$ cat src/rtl/core/assert_macros.svh
// ---------------------------------------------------------------------------
// assert_macros.svh
// Shared concurrent assertion wrappers for the allocator RTL.
// ---------------------------------------------------------------------------
`ifndef ASSERT_MACROS_SVH
`define ASSERT_MACROS_SVH

// Checked on every rising edge of clk, muted while rst_n is low
`define BFFA_ASSERT(lbl, prop, msg) \
  lbl: assert property (@(posedge clk) disable iff (!rst_n) prop) else $error(msg);

// Checked on every rising edge of clk, including during reset
`define BFFA_ASSERT_ALWAYS(lbl, prop, msg) \
  lbl: assert property (@(posedge clk) prop) else $error(msg);

`endif

$ cat src/rtl/core/bffa_pkg.sv
// ---------------------------------------------------------------------------
// bffa_pkg
// Shared types and constants of the bitmap first-fit allocator.
// ---------------------------------------------------------------------------
`timescale 1ns / 1ps

package bffa_pkg;

  // Fixed field widths
  localparam int unsigned LIM_W    = 14;
  localparam int unsigned STATUS_W = 2;
  // Largest supported word is 64 bits, so a bit index needs 6 bits
  localparam int unsigned IDX_W    = 6;

  // Parameter defaults
  localparam int unsigned MAP_BITS_DEF  = 8192;
  localparam int unsigned WORD_BITS_DEF = 64;
  localparam int unsigned LIMIT_RESET   = 8192;

  // Result status codes
  typedef enum logic [STATUS_W-1:0] {
    STAT_OK      = 2'd0,
    STAT_NO_FREE = 2'd1,
    STAT_RANGE   = 2'd2
  } status_t;

  // Request kinds
  localparam logic KIND_ALLOC = 1'b0;
  localparam logic KIND_FREE  = 1'b1;

  // Sequencer states
  typedef enum logic [2:0] {
    ST_CLEAR,
    ST_IDLE,
    ST_SCAN,
    ST_FREE_ADDR,
    ST_FREE_CHK,
    ST_WRITE,
    ST_RESP
  } state_t;

  // Lowest-clear-bit search result
  typedef struct packed {
    logic             found;
    logic [IDX_W-1:0] idx;
  } find_t;

endpackage

$ cat src/rtl/core/bffa_word_find.sv
// ---------------------------------------------------------------------------
// bffa_word_find
// Finds the lowest clear bit of one map word among its valid low bits.
// ---------------------------------------------------------------------------
`timescale 1ns / 1ps

module bffa_word_find #(
  parameter int unsigned WORD_BITS = 64,
  parameter int unsigned VW        = 7
) (
  input  logic [WORD_BITS-1:0] word,
  input  logic [VW-1:0]        valid_cnt,
  output logic [WORD_BITS-1:0] lowbit,
  output bffa_pkg::find_t      result
);

  import bffa_pkg::*;

  logic [WORD_BITS-1:0] cand;
  logic [IDX_W-1:0]     idx;

  // Clear bits below the valid count are candidates
  always_comb begin
    for (int i = 0; i < WORD_BITS; i++) begin
      cand[i] = !word[i] && (VW'(i) < valid_cnt);
    end
  end

  // Isolate the lowest candidate
  assign lowbit = cand & (~cand + WORD_BITS'(1));

  // One-hot to binary, each output bit an independent OR
  always_comb begin
    idx = '0;
    for (int i = 0; i < WORD_BITS; i++) begin
      for (int j = 0; j < IDX_W; j++) begin
        if (((i >> j) & 1) != 0) begin
          idx[j] = idx[j] | lowbit[i];
        end
      end
    end
  end

  assign result.found = |cand;
  assign result.idx   = idx;

endmodule

$ cat config.mk
export PLATFORM = sky130hd
export DESIGN_NAME = bffa_word_find
export DESIGN_NICKNAME = d
export VERILOG_FILES = /design/src/rtl/core/assert_macros.svh /design/src/rtl/core/bffa_pkg.sv /design/src/rtl/core/bffa_word_find.sv
export SDC_FILE = /design/constraint.sdc
export NUM_CORES = 1
export LEC_CHECK = 0
export BUFFER_PORTS_ARGS = -buffer_cell sky130_fd_sc_hd__buf_2
export CORE_ASPECT_RATIO = 0.5
export CORE_UTILIZATION = 40
export DETAILED_ROUTE_END_ITERATION = 10
export PLACE_DENSITY = 0.71
export SKIP_LAST_GASP = 1
export SLEW_MARGIN = 20
export SYNTH_ARGS = -nofsm -noshare
export SYNTH_HDL_FRONTEND = slang
export SYNTH_SLANG_ARGS = --single-unit
$ cat constraint.sdc
create_clock -name vclk -period 5.2
set_clock_uncertainty 0.15 [all_clocks]
set_input_delay 0.78 -clock vclk [all_inputs]
set_output_delay 0.78 -clock vclk [all_outputs]
set_load 0.05 [all_outputs]
# Word-level counts from Yosys, hierarchy flattened

Cells that the tools add are included.

Bitwise logic cells: 188
$mul: 0
Add/sub/neg operators: 1
Shifts and indexed selects: 0
Reduce and logical (&&, ||, !) cells: 129
Equality and inequality tests: 0
Divide/modulo/power cells: 0
Multiplexer cells: 0
$lt $le $gt $ge: 64

Operators with widths:

| kind                                                                        | number |
|---|---|
| 6-bit by 7-bit less-than comparator with 1-bit output, first input constant | 32 |
| 1-bit bitwise OR                                                            | 186 |
| 5-bit by 7-bit less-than comparator with 1-bit output, first input constant | 16 |
| 64-bit by 1-bit adder with 64-bit output, second input constant             | 1 |
| 64-bit bitwise AND                                                          | 1 |
| 1-bit logical AND                                                           | 64 |
| 1-bit zero test                                                             | 64 |
| 64-bit NOT                                                                  | 1 |
| 64-bit OR reduction                                                         | 1 |
| 4-bit by 7-bit less-than comparator with 1-bit output, first input constant | 8 |
| 3-bit by 7-bit less-than comparator with 1-bit output, first input constant | 4 |
| 1-bit by 7-bit less-than comparator with 1-bit output, first input constant | 2 |
| 2-bit by 7-bit less-than comparator with 1-bit output, first input constant | 2 |

Input port bits: 71
Memory bits (writable): 0
Output and inout port bits: 71
Bits in read-only memories: 0
Memories: 0
Register bits: 0
Logic and storage cells: 382
Bits in latches: 0

# Logic depth before layout (Yosys ltp)

Depth in word-level cells: 36
Depth in mapped cells: 14

# Worst setup path before layout

No wires, ideal clock.

Kind: input -> output
From: input valid_cnt[4]
To: output result[0] (netlist name)
Stages on the path: 9
Required time: 4.270 ns
Arrival time: 4.962 ns
Slack: -0.692 ns
Path buffers: 1
Cell sequence: buf_6 -> nor4_4 -> a21oi_2 -> nor4_4 -> nand2_1 -> nor4b_1 -> or3_1 -> nor4_1 -> nand3b_1

RTL lines:

| item        | line                 | RTL |
|---|---|---|
| from (decl) | bffa_word_find.sv:12 | `input logic [VW-1:0] valid_cnt,` |
| to (decl)   | bffa_word_find.sv:14 | `output bffa_pkg::find_t result` |

==> key figures <==
Global routing
  – Global route total overflow: 0
  – First-pass GRT wire length: 24800 um
  – Tot GR Track Use: 45.1%
  – Initial antenna violation count: 0
  – Pin count of the biggest net entering global routing: 24
  – Vias in the first global route: 4256

Power
  – Leakage power: 2.03 nW
  – Overall Power: 0.261 mW
  – Worst VDD drop: 0.0646 mV
  – PwrDens: 63.6 mW/mm2

Setup path
  – WS Path Type: in2out
  – Startpoint types: input port
  – CP endpoint kind: output pin
  – Crit Path Max Fanout: 21
  – Crit path DAT: 4.22 ns
  – CP required: 4.27 ns

Yosys
  – Mapped Cells: 473
  – Synthesis Warnings: 0
  – Largest cells by area after synthesis: a21oi_1, nor2_1, nand3_1
  – Netlist cell types: 74
  – Synth top area share: 8.81%
  – Seq/Total Area, Yosys: 0%
  – Synthesized area: 0.00284 mm2
  – Avg Cell Area, Syn: 6.00 um2
  – Most common cell in the netlist: nor2_1
  – Synth Net Count: 544
  – Commonest cells post-synth: nor2_1, a21oi_1, nand2_1, nand3_1, inv_1
  – Area leader, netlist: a21oi_1

STA
  – Hold Violations, Final: 0
  – Minimum clock period after layout: 5.15 ns
  – Slew Viols, Final: 0
  – Final number of setup-violating endpoints: 0
  – Slew headroom: 52.6%
  – Fmax: 194 MHz
  – WHS: 1.77 ns
  – Least-Margin Pin Slew: 0.701 ns
  – Final Cycle Share: 99.0%

Final layout
  – Share of cells above drive strength 1: 37.6%
  – Fillers: 691
  – Clock buffer count: 0
  – Storage cell area: 0 um2
  – Num sequential: 0
  – Area of the multi-input gates: 0.00270 mm2
  – # nets final: 725
  – Antenna diodes: 0
  – Area Growth Syn to Fin: 44.3%

Placement
  – Post-DP HPWL: 14200 um
  – Count of buffers from port buffering: 142
  – Routability cong.: 1.10

Route
  – DRC viols: 0
  – Starting DRT DRC Count: 655
  – Vias: 5051
  – Total length of routed wires: 17200 um
  – Average via count per standard cell: 6.79
  – Antenna-violating nets left: 0
  – Wire per inst: 23.1 um
  – First-pass DRT Iterations: 6

Die
  – Die footprint: 0.00746 mm2
  – Die height: 61.6 um
  – Row count: 21
  – Ports: 142
  – Core area: 0.00678 mm2
  – Die width: 121 um
  – Starting Density: 41.9%

Min path
  – Hold WC Path Type: in2out

Run status
  – Status: complete, no violations

Run
  – Max-cap check violation count: 0
-- layer usage --
metal | vias up | part of all wire (%) | global-route usage [%]
met5 | - | 0 | 0
li1 | 2196 | - | -
met2 | 415 | 38 | 64.6
met3 | 70 | 17 | 18.0
met4 | 0 | 3.3 | 11.6
met1 | 2370 | 42 | 62.3
-- logic make-up (layout without fill, tap and decap cells) --
group           after synthesis  count (layout)  synth area share (%)
buf+inv                      51             230                  8.06
simple gates                278             278                  59.5
compound gates              144             144                  32.5
-- layout by cell type, fill, tap and decap left out, drive strengths merged, types with 9 or more instances in the layout --
master  instances
nor2           52
nand4          17
a21oi          51
a211oi         12
nand2b          9
nand2          35
and2           10
nor4           23
or3            11
nand3          27
o21ai          24
nor3           27
inv            23
and3           13
buf           207
-- worst max-delay path, cell delays in order --
cell	delay [ns]
buf_2	0.43
nor4b_4	0.10
buf_4	0.18
buf_4	0.13
a211oi_1	0.43
nor3b_2	0.15
nand2_1	0.25
nor3_2	0.12
buf_4	0.15
buf_4	0.12
a41o_1	0.30
nor4b_1	0.62
nand4_1	0.18
buf_2	0.25
-- stage by stage --
step	cell area [um2]	cells	setup TNS, ns	worst slack, ns	util (%)
3_5_place_dp	4010	736	0	0.134	59.2
4_1_cts	4010	736	0	0.135	59.2
6_report	4100	744	0	0.0517	60.4
5_1_grt	4100	744	-0.00457	-0.00457	60.4
3_3_place_gp	4010	736	0	0.169	59.2
2_1_floorplan	2900	473	-0.0566	-0.0566	-
-- final cells by class --
cell class / count / share of cell area, %
inverters: 23 / 2.11
multi-input cells: 422 / 65.8
well taps: 92 / 2.81
repair buffers: 207 / 29.3
-- power by group --
part | total (mW) | internal (mW) | leakage [nW] | switching (mW)
Sequential | 0 | 0 | 0 | 0
Clock | 0 | 0 | 0 | 0
Combinational | 0.261 | 0.0911 | 2.03 | 0.169
Total | 0.261 | 0.0911 | 2.03 | 0.169
-- final timing paths --
kind	from	endpoint	slack [ns]	cells past startpoint
max	valid_cnt[6]	result[1]	0.05	14
min	word[0]	lowbit[0]	1.77	3
-- timing repair --
| action | 4_1_cts | 5_1_grt |
|---|---|---|
| gates resized for setup | 0 | 4 |
| hold buffers | 0 | 0 |
| setup buffers | 0 | 8 |
| endpoints found under the setup margin | 0 | 9 |
No activity file was read; power rests on OpenSTA's default activity.
